**src/design/t2k_pkg.sv**
```systemverilog
// ---------------------------------------------------------------------------
// t2k_pkg
// Shared constants, register indexes, event codes and types for the
// tilt-to-key block.
// ---------------------------------------------------------------------------
package t2k_pkg;

    localparam int SAMPLE_W   = 16;
    localparam int FRAC_BITS  = 14;
    localparam int CENTER_W   = 18;
    localparam int CALC_W     = 20;
    localparam int THRESH_W   = 15;
    localparam int GAIN_W     = 17;
    localparam int PROD_W     = 2 * CENTER_W;
    localparam int CFG_DATA_W = 17;
    localparam int CFG_IDX_W  = 3;
    localparam int NUM_KEYS   = 6;
    localparam int KEY_IDX_W  = 3;
    localparam int AXIS_LIMIT = 32767;
    localparam int QDEPTH     = 2;

    localparam logic [CFG_IDX_W-1:0] REG_THRESH_X    = 3'd0;
    localparam logic [CFG_IDX_W-1:0] REG_THRESH_Y    = 3'd1;
    localparam logic [CFG_IDX_W-1:0] REG_THRESH_Z    = 3'd2;
    localparam logic [CFG_IDX_W-1:0] REG_AXIS_GAIN   = 3'd3;
    localparam logic [CFG_IDX_W-1:0] REG_CENTER_MODE = 3'd4;
    localparam logic [CFG_IDX_W-1:0] REG_JOY_ENABLE  = 3'd5;
    localparam logic [CFG_IDX_W-1:0] REG_JOY_PRESENT = 3'd6;

    localparam logic [1:0] MODE_FLOAT   = 2'd0;
    localparam logic [1:0] MODE_CAPTURE = 2'd1;

    localparam logic [1:0] KIND_PRESS   = 2'd0;
    localparam logic [1:0] KIND_RELEASE = 2'd1;
    localparam logic [1:0] KIND_AXIS    = 2'd2;

    localparam logic [NUM_KEYS-1:0] JOY_AXES_MASK = 6'b000111;

    typedef struct packed {
        logic [THRESH_W-1:0] thresh_x;
        logic [THRESH_W-1:0] thresh_y;
        logic [THRESH_W-1:0] thresh_z;
        logic [GAIN_W-1:0]   axis_gain;
        logic [1:0]          center_mode;
        logic                joy_enable;
        logic                joy_present;
    } cfg_t;

    typedef struct packed {
        logic                       joy;
        logic [NUM_KEYS-1:0]        mask;
        logic [NUM_KEYS-1:0]        rel;
        logic signed [CENTER_W-1:0] d0;
        logic signed [CENTER_W-1:0] d1;
        logic signed [CENTER_W-1:0] d2;
    } job_t;

endpackage

```
**src/design/t2k_intf.sv**
```systemverilog
// ---------------------------------------------------------------------------
// t2k_intf
// Valid/ready channels for tilt samples and for result events.
// ---------------------------------------------------------------------------
interface t2k_sample_if;
    import t2k_pkg::*;

    logic                       valid;
    logic                       ready;
    logic signed [SAMPLE_W-1:0] tilt_x;
    logic signed [SAMPLE_W-1:0] tilt_y;
    logic signed [SAMPLE_W-1:0] tilt_z;

    modport source (output valid, output tilt_x, output tilt_y, output tilt_z, input ready);
    modport sink (input valid, input tilt_x, input tilt_y, input tilt_z, output ready);
endinterface

interface t2k_event_if;
    import t2k_pkg::*;

    logic              valid;
    logic              ready;
    logic [1:0]        event_kind;
    logic [2:0]        key_code;
    logic [1:0]        axis_index;
    logic signed [15:0] axis_value;
    logic              last;

    modport source (output valid, output event_kind, output key_code, output axis_index,
                    output axis_value, output last, input ready);
    modport sink (input valid, input event_kind, input key_code, input axis_index,
                  input axis_value, input last, output ready);
endinterface

```
**src/design/t2k_cfg.sv**
```systemverilog
// ---------------------------------------------------------------------------
// t2k_cfg
// Configuration register file with a plain write port.
// ---------------------------------------------------------------------------
module t2k_cfg (
    input  logic                           clk,
    input  logic                           rst_n,
    input  logic                           wr_en,
    input  logic [t2k_pkg::CFG_IDX_W-1:0]  wr_index,
    input  logic [t2k_pkg::CFG_DATA_W-1:0] wr_data,
    output t2k_pkg::cfg_t                  cfg,
    output logic                           mode_wr
);
    import t2k_pkg::*;

    cfg_t cfg_reg;

    always_ff @(posedge clk or negedge rst_n)
    begin
        if (!rst_n)
        begin
            cfg_reg.thresh_x    <= THRESH_W'(655);
            cfg_reg.thresh_y    <= THRESH_W'(1638);
            cfg_reg.thresh_z    <= THRESH_W'(1638);
            cfg_reg.axis_gain   <= GAIN_W'(400);
            cfg_reg.center_mode <= MODE_FLOAT;
            cfg_reg.joy_enable  <= 1'b0;
            cfg_reg.joy_present <= 1'b0;
        end
        else if (wr_en)
        begin
            case (wr_index)
                REG_THRESH_X:    cfg_reg.thresh_x    <= wr_data[THRESH_W-1:0];
                REG_THRESH_Y:    cfg_reg.thresh_y    <= wr_data[THRESH_W-1:0];
                REG_THRESH_Z:    cfg_reg.thresh_z    <= wr_data[THRESH_W-1:0];
                REG_AXIS_GAIN:   cfg_reg.axis_gain   <= wr_data[GAIN_W-1:0];
                REG_CENTER_MODE: cfg_reg.center_mode <= wr_data[1:0];
                REG_JOY_ENABLE:  cfg_reg.joy_enable  <= wr_data[0];
                REG_JOY_PRESENT: cfg_reg.joy_present <= wr_data[0];
                default:         cfg_reg.joy_present <= cfg_reg.joy_present;
            endcase
        end
    end

    assign cfg     = cfg_reg;
    assign mode_wr = wr_en && (wr_index == REG_CENTER_MODE);

endmodule

```
**src/design/t2k_front.sv**
```systemverilog
// ---------------------------------------------------------------------------
// t2k_front
// Accepts tilt samples, updates the centers and key flags, and turns each
// sample that causes events into one job of pending events for the back end.
// ---------------------------------------------------------------------------
module t2k_front (
    input  logic          clk,
    input  logic          rst_n,
    t2k_sample_if.sink    samples,
    input  t2k_pkg::cfg_t cfg,
    input  logic          mode_wr,
    input  logic          q_full,
    output logic          push,
    output t2k_pkg::job_t push_job
);
    import t2k_pkg::*;

    typedef struct packed {
        logic signed [CALC_W-1:0] c;
        logic [1:0]               act;
        logic [1:0]               ev;
    } axis_res_t;

    function automatic axis_res_t key_axis(input logic signed [CALC_W-1:0] s,
                                           input logic signed [CALC_W-1:0] c,
                                           input logic [THRESH_W-1:0] t,
                                           input logic [1:0] held);
        logic signed [CALC_W-1:0] t1;
        logic signed [CALC_W-1:0] t2;
        logic signed [CALC_W-1:0] c1;
        axis_res_t                r;
        t1       = $signed({{(CALC_W-THRESH_W){1'b0}}, t});
        t2       = t1 <<< 1;
        r.act[0] = s < c - t1;
        c1       = (s < c - t2) ? s + t2 : c;
        r.act[1] = s > c1 + t1;
        r.c      = (s > c1 + t2) ? s - t2 : c1;
        r.ev     = r.act ^ held;
        return r;
    endfunction

    logic signed [CENTER_W-1:0] center_x_reg, center_y_reg, center_z_reg;
    logic signed [CENTER_W-1:0] center_x_next, center_y_next, center_z_next;
    logic [NUM_KEYS-1:0]        pressed_reg, pressed_next;
    logic                       captured_reg, captured_next;

    logic                       accept;
    logic                       capture;
    logic                       follow;
    logic signed [CALC_W-1:0]   sx, sy, sz;
    logic signed [CALC_W-1:0]   cx0, cy0, cz0;
    logic signed [CALC_W-1:0]   dx, dy, dz;
    axis_res_t                  kx, ky, kz;
    job_t                       job;
    logic                       has_events;

    assign sx = {{(CALC_W-SAMPLE_W){samples.tilt_x[SAMPLE_W-1]}}, samples.tilt_x};
    assign sy = {{(CALC_W-SAMPLE_W){samples.tilt_y[SAMPLE_W-1]}}, samples.tilt_y};
    assign sz = {{(CALC_W-SAMPLE_W){samples.tilt_z[SAMPLE_W-1]}}, samples.tilt_z};

    assign capture = (cfg.center_mode == MODE_CAPTURE) && !captured_reg;

    assign cx0 = capture ? sx : {{(CALC_W-CENTER_W){center_x_reg[CENTER_W-1]}}, center_x_reg};
    assign cy0 = capture ? sy : {{(CALC_W-CENTER_W){center_y_reg[CENTER_W-1]}}, center_y_reg};
    assign cz0 = capture ? sz : {{(CALC_W-CENTER_W){center_z_reg[CENTER_W-1]}}, center_z_reg};

    assign kx = key_axis(sx, cx0, cfg.thresh_x, pressed_reg[1:0]);
    assign ky = key_axis(sy, cy0, cfg.thresh_y, pressed_reg[3:2]);
    assign kz = key_axis(sz, cz0, cfg.thresh_z, pressed_reg[5:4]);

    assign dx = cx0 - sx;
    assign dy = sy - cy0;
    assign dz = sz - cz0;

    assign follow = cfg.joy_present && (cfg.center_mode == MODE_FLOAT);

    always_comb
    begin
        job.joy = cfg.joy_enable;
        job.d0  = dx[CENTER_W-1:0];
        job.d1  = dy[CENTER_W-1:0];
        job.d2  = dz[CENTER_W-1:0];
        if (cfg.joy_enable)
        begin
            job.mask   = JOY_AXES_MASK;
            job.rel    = '0;
            has_events = cfg.joy_present;
        end
        else
        begin
            job.mask   = {kz.ev, ky.ev, kx.ev};
            job.rel    = ~{kz.act, ky.act, kx.act};
            has_events = |job.mask;
        end
    end

    always_comb
    begin
        center_x_next = center_x_reg;
        center_y_next = center_y_reg;
        center_z_next = center_z_reg;
        pressed_next  = pressed_reg;
        captured_next = captured_reg;
        if (accept)
        begin
            captured_next = captured_reg || capture;
            if (cfg.joy_enable)
            begin
                center_x_next = cx0[CENTER_W-1:0];
                center_y_next = follow ? ky.c[CENTER_W-1:0] : cy0[CENTER_W-1:0];
                center_z_next = follow ? kz.c[CENTER_W-1:0] : cz0[CENTER_W-1:0];
            end
            else
            begin
                center_x_next = kx.c[CENTER_W-1:0];
                center_y_next = ky.c[CENTER_W-1:0];
                center_z_next = kz.c[CENTER_W-1:0];
                pressed_next  = {kz.act, ky.act, kx.act};
            end
        end
        if (mode_wr)
        begin
            captured_next = 1'b0;
        end
    end

    always_ff @(posedge clk or negedge rst_n)
    begin
        if (!rst_n)
        begin
            center_x_reg <= '0;
            center_y_reg <= '0;
            center_z_reg <= '0;
            pressed_reg  <= '0;
            captured_reg <= 1'b0;
        end
        else
        begin
            center_x_reg <= center_x_next;
            center_y_reg <= center_y_next;
            center_z_reg <= center_z_next;
            pressed_reg  <= pressed_next;
            captured_reg <= captured_next;
        end
    end

    assign samples.ready = !q_full;
    assign accept        = samples.valid && samples.ready;
    assign push          = accept && has_events;
    assign push_job      = job;

endmodule

```
**src/design/t2k_queue.sv**
```systemverilog
// ---------------------------------------------------------------------------
// t2k_queue
// Small job queue between the front end and the back end.
// ---------------------------------------------------------------------------
module t2k_queue (
    input  logic          clk,
    input  logic          rst_n,
    input  logic          push,
    input  t2k_pkg::job_t push_job,
    output logic          full,
    input  logic          pop,
    output logic          not_empty,
    output t2k_pkg::job_t pop_job
);
    import t2k_pkg::*;

    localparam int PTR_W = (QDEPTH > 1) ? $clog2(QDEPTH) : 1;
    localparam int CNT_W = $clog2(QDEPTH + 1);

    job_t             mem [QDEPTH];
    logic [PTR_W-1:0] wr_ptr_reg, rd_ptr_reg;
    logic [CNT_W-1:0] count_reg;
    logic             do_push, do_pop;

    assign full      = (count_reg == CNT_W'(QDEPTH));
    assign not_empty = (count_reg != '0);
    assign do_push   = push && !full;
    assign do_pop    = pop && not_empty;
    assign pop_job   = mem[rd_ptr_reg];

    always_ff @(posedge clk)
    begin
        if (do_push)
        begin
            mem[wr_ptr_reg] <= push_job;
        end
    end

    always_ff @(posedge clk or negedge rst_n)
    begin
        if (!rst_n)
        begin
            wr_ptr_reg <= '0;
            rd_ptr_reg <= '0;
            count_reg  <= '0;
        end
        else
        begin
            if (do_push)
            begin
                wr_ptr_reg <= (wr_ptr_reg == PTR_W'(QDEPTH - 1)) ? '0 : wr_ptr_reg + 1'b1;
            end
            if (do_pop)
            begin
                rd_ptr_reg <= (rd_ptr_reg == PTR_W'(QDEPTH - 1)) ? '0 : rd_ptr_reg + 1'b1;
            end
            if (do_push && !do_pop)
            begin
                count_reg <= count_reg + 1'b1;
            end
            else if (do_pop && !do_push)
            begin
                count_reg <= count_reg - 1'b1;
            end
        end
    end

endmodule

```
**src/design/t2k_back.sv**
```systemverilog
// ---------------------------------------------------------------------------
// t2k_back
// Walks one job at a time and issues its events through a multiply stage and
// a saturating output register, one per cycle while the receiver is ready.
// ---------------------------------------------------------------------------
module t2k_back (
    input  logic          clk,
    input  logic          rst_n,
    input  t2k_pkg::cfg_t cfg,
    input  logic          q_not_empty,
    input  t2k_pkg::job_t q_job,
    output logic          q_pop,
    t2k_event_if.source   events
);
    import t2k_pkg::*;

    job_t                     cur_reg;
    logic                     cur_valid_reg;
    logic [NUM_KEYS-1:0]      rem_reg;

    logic                     mid_valid_reg;
    logic [1:0]               mid_kind_reg;
    logic [KEY_IDX_W-1:0]     mid_key_reg;
    logic [1:0]               mid_axis_reg;
    logic signed [PROD_W-1:0] mid_prod_reg;
    logic                     mid_last_reg;

    logic                     out_valid_reg;
    logic [1:0]               out_kind_reg;
    logic [2:0]               out_key_reg;
    logic [1:0]               out_axis_reg;
    logic signed [15:0]       out_value_reg;
    logic                     out_last_reg;

    logic [KEY_IDX_W-1:0]     idx;
    logic [NUM_KEYS-1:0]      rest;
    logic                     cur_last;
    logic                     out_adv, mid_adv, issue;
    logic signed [CENTER_W-1:0] dsel;
    logic signed [CENTER_W-1:0] gain_s;
    logic signed [PROD_W-1:0] prod;
    logic                     neg;
    logic [PROD_W-1:0]        mag;
    logic [PROD_W-1:0]        mag_sh;
    logic [15:0]              mag_sat;
    logic signed [15:0]       value;

    always_comb
    begin
        idx = '0;
        for (int i = NUM_KEYS - 1; i >= 0; i--)
        begin
            if (rem_reg[i])
            begin
                idx = KEY_IDX_W'(i);
            end
        end
    end

    assign rest     = rem_reg & ~(NUM_KEYS'(1) << idx);
    assign cur_last = (rest == '0);

    assign out_adv = !out_valid_reg || events.ready;
    assign mid_adv = !mid_valid_reg || out_adv;
    assign issue   = cur_valid_reg && mid_adv;
    assign q_pop   = q_not_empty && (!cur_valid_reg || (issue && cur_last));

    always_comb
    begin
        case (idx[1:0])
            2'd0:    dsel = cur_reg.d0;
            2'd1:    dsel = cur_reg.d1;
            default: dsel = cur_reg.d2;
        endcase
    end

    assign gain_s = $signed({{(CENTER_W-GAIN_W){1'b0}}, cfg.axis_gain});

    always_comb
    begin
        prod = '0;
        if (cur_reg.joy)
        begin
            prod = dsel * gain_s;
        end
    end

    always_ff @(posedge clk)
    begin
        if (q_pop)
        begin
            cur_reg <= q_job;
        end
        if (issue)
        begin
            mid_kind_reg <= cur_reg.joy ? KIND_AXIS :
                            (cur_reg.rel[idx] ? KIND_RELEASE : KIND_PRESS);
            mid_key_reg  <= cur_reg.joy ? '0 : idx;
            mid_axis_reg <= cur_reg.joy ? idx[1:0] : 2'd0;
            mid_prod_reg <= prod;
            mid_last_reg <= cur_last;
        end
    end

    assign neg     = mid_prod_reg[PROD_W-1];
    assign mag     = neg ? PROD_W'(-mid_prod_reg) : PROD_W'(mid_prod_reg);
    assign mag_sh  = mag >> FRAC_BITS;
    assign mag_sat = (mag_sh > PROD_W'(AXIS_LIMIT)) ? 16'(AXIS_LIMIT) : mag_sh[15:0];
    assign value   = neg ? -$signed(mag_sat) : $signed(mag_sat);

    always_ff @(posedge clk)
    begin
        if (out_adv && mid_valid_reg)
        begin
            out_kind_reg  <= mid_kind_reg;
            out_key_reg   <= mid_key_reg;
            out_axis_reg  <= mid_axis_reg;
            out_value_reg <= value;
            out_last_reg  <= mid_last_reg;
        end
    end

    always_ff @(posedge clk or negedge rst_n)
    begin
        if (!rst_n)
        begin
            cur_valid_reg <= 1'b0;
            rem_reg       <= '0;
            mid_valid_reg <= 1'b0;
            out_valid_reg <= 1'b0;
        end
        else
        begin
            if (q_pop)
            begin
                cur_valid_reg <= 1'b1;
                rem_reg       <= q_job.mask;
            end
            else if (issue)
            begin
                cur_valid_reg <= !cur_last;
                rem_reg       <= rest;
            end
            if (issue)
            begin
                mid_valid_reg <= 1'b1;
            end
            else if (out_adv)
            begin
                mid_valid_reg <= 1'b0;
            end
            if (out_adv)
            begin
                out_valid_reg <= mid_valid_reg;
            end
        end
    end

    assign events.valid      = out_valid_reg;
    assign events.event_kind = out_kind_reg;
    assign events.key_code   = out_key_reg;
    assign events.axis_index = out_axis_reg;
    assign events.axis_value = out_value_reg;
    assign events.last       = out_last_reg;

endmodule

```
**src/design/tilt_to_key_hysteresis.sv**
```systemverilog
// ---------------------------------------------------------------------------
// tilt_to_key_hysteresis
// Turns three-axis tilt samples into key press/release events or joystick
// axis values, with a per-axis center that floats or is captured from a sample.
// ---------------------------------------------------------------------------
// The first event of a sample passes through the job queue, the current-job
// register, the multiply stage and the output register; further events follow
// one per cycle while the receiver is ready. A sample causes at most six events;
// the job queue holds two samples so the front end keeps accepting meanwhile.
// Samples that cause no event never enter the queue.
// Reset clears the centers, key flags, capture flag and queue, and loads
// the register defaults; the sample input is ready as soon as reset is released.
module tilt_to_key_hysteresis (
    input  logic                           clk,
    input  logic                           rst_n,
    input  logic                           wr_en,
    input  logic [t2k_pkg::CFG_IDX_W-1:0]  wr_index,
    input  logic [t2k_pkg::CFG_DATA_W-1:0] wr_data,
    t2k_sample_if.sink                     samples,
    t2k_event_if.source                    events
);
    import t2k_pkg::*;

    cfg_t cfg;
    logic mode_wr;
    logic push, q_full, q_pop, q_not_empty;
    job_t push_job, q_job;

    t2k_cfg u_cfg (
        .clk      (clk),
        .rst_n    (rst_n),
        .wr_en    (wr_en),
        .wr_index (wr_index),
        .wr_data  (wr_data),
        .cfg      (cfg),
        .mode_wr  (mode_wr)
    );

    t2k_front u_front (
        .clk      (clk),
        .rst_n    (rst_n),
        .samples  (samples),
        .cfg      (cfg),
        .mode_wr  (mode_wr),
        .q_full   (q_full),
        .push     (push),
        .push_job (push_job)
    );

    t2k_queue u_queue (
        .clk       (clk),
        .rst_n     (rst_n),
        .push      (push),
        .push_job  (push_job),
        .full      (q_full),
        .pop       (q_pop),
        .not_empty (q_not_empty),
        .pop_job   (q_job)
    );

    t2k_back u_back (
        .clk         (clk),
        .rst_n       (rst_n),
        .cfg         (cfg),
        .q_not_empty (q_not_empty),
        .q_job       (q_job),
        .q_pop       (q_pop),
        .events      (events)
    );

endmodule

```
**src/flat_wrapper.sv**
```systemverilog
// flat-port wrapper written by rule: the top's interface ports become plain ports
module tilt_to_key_hysteresis_flat import t2k_pkg::*;
  (clk, rst_n, wr_en, wr_index, wr_data, samples_valid, samples_tilt_x, samples_tilt_y, samples_tilt_z, samples_ready, events_valid, events_event_kind, events_key_code, events_axis_index, events_axis_value, events_last, events_ready);
  t2k_sample_if samples_i ();
  t2k_event_if events_i ();
  input  logic clk;
  input  logic rst_n;
  input  logic wr_en;
  input  logic [t2k_pkg::CFG_IDX_W-1:0] wr_index;
  input  logic [t2k_pkg::CFG_DATA_W-1:0] wr_data;
  input wire logic [$bits(samples_i.valid)-1:0] samples_valid;
  input wire logic [$bits(samples_i.tilt_x)-1:0] samples_tilt_x;
  input wire logic [$bits(samples_i.tilt_y)-1:0] samples_tilt_y;
  input wire logic [$bits(samples_i.tilt_z)-1:0] samples_tilt_z;
  output wire logic [$bits(samples_i.ready)-1:0] samples_ready;
  output wire logic [$bits(events_i.valid)-1:0] events_valid;
  output wire logic [$bits(events_i.event_kind)-1:0] events_event_kind;
  output wire logic [$bits(events_i.key_code)-1:0] events_key_code;
  output wire logic [$bits(events_i.axis_index)-1:0] events_axis_index;
  output wire logic [$bits(events_i.axis_value)-1:0] events_axis_value;
  output wire logic [$bits(events_i.last)-1:0] events_last;
  input wire logic [$bits(events_i.ready)-1:0] events_ready;
  assign samples_i.valid = samples_valid;
  assign samples_i.tilt_x = samples_tilt_x;
  assign samples_i.tilt_y = samples_tilt_y;
  assign samples_i.tilt_z = samples_tilt_z;
  assign samples_ready = samples_i.ready;
  assign events_valid = events_i.valid;
  assign events_event_kind = events_i.event_kind;
  assign events_key_code = events_i.key_code;
  assign events_axis_index = events_i.axis_index;
  assign events_axis_value = events_i.axis_value;
  assign events_last = events_i.last;
  assign events_i.ready = events_ready;
  tilt_to_key_hysteresis u_core (.clk(clk), .rst_n(rst_n), .wr_en(wr_en), .wr_index(wr_index), .wr_data(wr_data), .samples(samples_i), .events(events_i));
endmodule
```
**config.mk**
```make
export PLATFORM = sky130hd
export DESIGN_NAME = tilt_to_key_hysteresis_flat
export DESIGN_NICKNAME = d
export VERILOG_FILES = /design/src/design/t2k_pkg.sv /design/src/design/t2k_intf.sv /design/src/design/t2k_cfg.sv /design/src/design/t2k_front.sv /design/src/design/t2k_queue.sv /design/src/design/t2k_back.sv /design/src/design/tilt_to_key_hysteresis.sv /design/src/flat_wrapper.sv
export SDC_FILE = /design/constraint.sdc
export NUM_CORES = 2
export LEC_CHECK = 0
export ABC_AREA = 1
export ABC_CLOCK_PERIOD_IN_PS = 12450
export BUFFER_PORTS_ARGS = -buffer_cell sky130_fd_sc_hd__buf_2
export CAP_MARGIN = 20
export CELL_PAD_IN_SITES_DETAIL_PLACEMENT = 1
export CELL_PAD_IN_SITES_GLOBAL_PLACEMENT = 1
export CORE_ASPECT_RATIO = 2
export CORE_UTILIZATION = 50
export CTS_CLUSTER_DIAMETER = 60
export CTS_CLUSTER_SIZE = 12
export DETAILED_ROUTE_END_ITERATION = 16
export GPL_TIMING_DRIVEN = 0
export PLACE_DENSITY = 0.86
export SLEW_MARGIN = 15
export SYNTH_ARGS = -nofsm -noshare
export SYNTH_HDL_FRONTEND = slang
export SYNTH_SLANG_ARGS = --single-unit
```
**constraint.sdc**
```tcl
create_clock -name clk -period 12.45 [get_ports clk]
set_input_delay 2.49 -clock clk [delete_from_list [all_inputs] [get_ports clk]]
set_output_delay 2.49 -clock clk [all_outputs]
set_load 0.02 [all_outputs]
```
==> reports/results.ini <==
[outcome]
status = finished, final reports clean

[setup_path]
cpMostUsedCell = nand2_1
ff2ff_setup_slack_ps = 750
critPathBufInv = 9
cp_slowest_cell = fa_1
crit_cells = 62
critPathTopFamily = simple AND/OR/NAND/NOR gates
endpoint_kind = flip-flop
max_stage_delay_ps = 410
rr_startpoint = u_core.u_cfg.cfg[2]$_DFFE_PN0P_
crit_type = primary input to flip-flop
reg2regPathDepth = 66
critPathLaunchType = primary input
reg2reg_to = u_core.u_queue.count_reg[1]$_DFFE_PN0P_
cp.required_ps = 12920
worstPathMaxFanout = 10
cp.arrival_ps = 12250

[run]
cap_violations = 0

[yosys]
seq_area_frac_synth_pct = 23.0
synthTopCellsByArea = ha_1 (16%), edfxtp_1 (16%), fa_1 (13%)
ys_ff_latch = 403
synth_area_leader_cell = ha_1
synth_cell_type_count = 58
synth_area_per_cell_um2 = 7.75
synthesis.area_um2 = 49800
netlist.area_leader.share_pct = 16.4
synth-main-ff-cell = edfxtp_1
synth_warnings = 0
synth_edf_count = 263
netlist_instances = 6420
ys_async_sr_fraction_pct = 34.7
synth_nets = 7476

[clocking]
cts_tree = built
clockRootBuffer = clkbuf_16
cts-hold-fix-buffers = 0
cts_max_level = 2
insertion_delay_ps = 610
cts_buffers = 42
clk_pin_slew_ps = 60
cts.sinks = 403
cts_buffer_depth = 3

[timing]
tightest_slew_ps = 1370
skew_ps = 27.6
setup_violations = 0
min_period_ps = 11780
maxSlewHeadroom_pct = 9.00
hold_viol_final = 0
final_max_slew_viol_count = 0
period_share_pct = 94.6
fin_ws_ps = 669
max_freq_mhz = 84.9

[place]
dp_slack_ps = -1870
dp_hpwl_um = 167000
gp_congestion = 1.02
port_buffers = 98
place_area_um2 = 52100

[routing]
drt_iter0_drc = 2025
dr.pass1.iters = 5
vias = 46800
via_per_inst = 5.90
antenna_left = 0
wire_per_inst_um = 25.1
postRouteWirelength_um = 199000
drc_errors = 0

[global_routing]
grt_max_degree = 83
grt_antenna_before_repair = 12
overflow = 0
grt_pass1_wl_um = 299000
grt_usage_pct = 39.9
grt_pass1_vias = 52300

[worst_hold_path]
hold_start = u_core.u_back.mid_key_reg[1]$_SDFFCE_PP0P_
hold_depth = 0
whs_endpoint = u_core.u_back.events.key_code[1]$_DFFE_PP_
holdCritPathClass = flip-flop to flip-flop

[floorplan]
die_y_um = 448
io_pins = 99
die_w_um = 225
fp-row-count = 163
coreArea_um2 = 98700
fp.dieArea_um2 = 101000
start_util_pct = 50.4

[finish]
drive_above_1_share_pct = 5.93
largest_register_ff_count = 134
utilization_pct = 54.4
nets = 7635
final_area_um2 = 53700
area_growth_pct = 7.97

## area by class of cell
| cell class | count | area (um2) |
|---|---|---|
| tap | 1320 | 1650 |
| timing repair buffer | 115 | 718 |
| multi-input combinational | 4873 | 34200 |
| inverter | 989 | 3720 |
| fill | 12600 | 45000 |
| clock inverter | 13 | 190 |
| sequential | 403 | 11400 |
| buffer | 155 | 677 |
| clock buffer | 65 | 1140 |
| antenna | 6 | 15.0 |
## stage by stage
step	TNS, ps	hold WS (ps)	cells
2_1_floorplan	0	400	6420
5_1_grt	-48.5	428	7934
3_5_place_dp	-241660	410	7845
4_1_cts	0	426	7925
6_report	0	423	7939
3_3_place_gp	-563100	401	7838
## Yosys cell counts (30+ instances only)
| master | n |
|---|---|
| a21oi_1 | 513 |
| dfrtp_1 | 119 |
| ha_1 | 651 |
| nor3_1 | 56 |
| o21bai_1 | 38 |
| edfxtp_1 | 263 |
| nand2_1 | 1466 |
| nand3_1 | 273 |
| nand4_1 | 63 |
| or2_2 | 71 |
| inv_1 | 970 |
| buf_2 | 31 |
| nor2_1 | 448 |
| clkbuf_1 | 101 |
| xnor2_1 | 91 |
| xor2_1 | 246 |
| o21ai_1 | 30 |
| o211ai_1 | 31 |
| fa_1 | 332 |
| o21ai_0 | 367 |
## cell usage in the layout (no fill, tap or decap), types with 246 or more instances in the layout
cell / n
nand2_1: 1463
inv_1: 963
ha_1: 650
a21oi_1: 509
nor2_1: 444
fa_1: 332
o21ai_0: 321
nand3_1: 272
edfxtp_1: 263
xor2_1: 246
## worst max-delay path by stage
stage	start	to	slack [ps]
floorplan	samples_tilt_y[2]	u_core.u_queue.mem[1][0]$_DFFE_PP_	840
global placement	samples_tilt_y[2]	u_core.u_queue.mem[1][15]$_DFFE_PP_	-4290
detailed placement	samples_tilt_y[2]	u_core.u_queue.mem[1][7]$_DFFE_PP_	-1870
CTS	samples_tilt_z[4]	u_core.u_queue.count_reg[1]$_DFFE_PN0P_	8
global route	u_core.u_cfg.cfg[2]$_DFFE_PN0P_	u_core.u_queue.count_reg[1]$_DFFE_PN0P_	-50
finish	samples_tilt_x[1]	u_core.u_queue.count_reg[1]$_DFFE_PN0P_	670
## per-layer routing
| layer | up-vias | global-route usage (%) | share of wire [%] |
|---|---|---|---|
| met5 | - | 0 | 0.0070 |
| met4 | 2 | 47.7 | 14 |
| met3 | 1044 | 6.87 | 4.7 |
| met2 | 1585 | 73.2 | 52 |
| met1 | 22900 | 32.7 | 29 |
| li1 | 21200 | - | - |
## kinds of logic after synthesis
family	after synthesis	share of synthesized area (%)
compound gates	1119	12.4
buf+inv	1144	8.75
simple gates	2434	20.3
xor+xnor	337	5.93
flops	403	23.0
fa+ha+maj	983	29.7
## what timing repair did
item,4_1_cts,5_1_grt
setup buffers,2,5
resized for setup,30,94
pin swaps,2,6
endpoints found under the setup margin,156,193
gates cloned,0,0
Power is left out: the tool's default activity adds up to more than one toggle a clock period on the data nets, which glitch-free logic cannot reach.
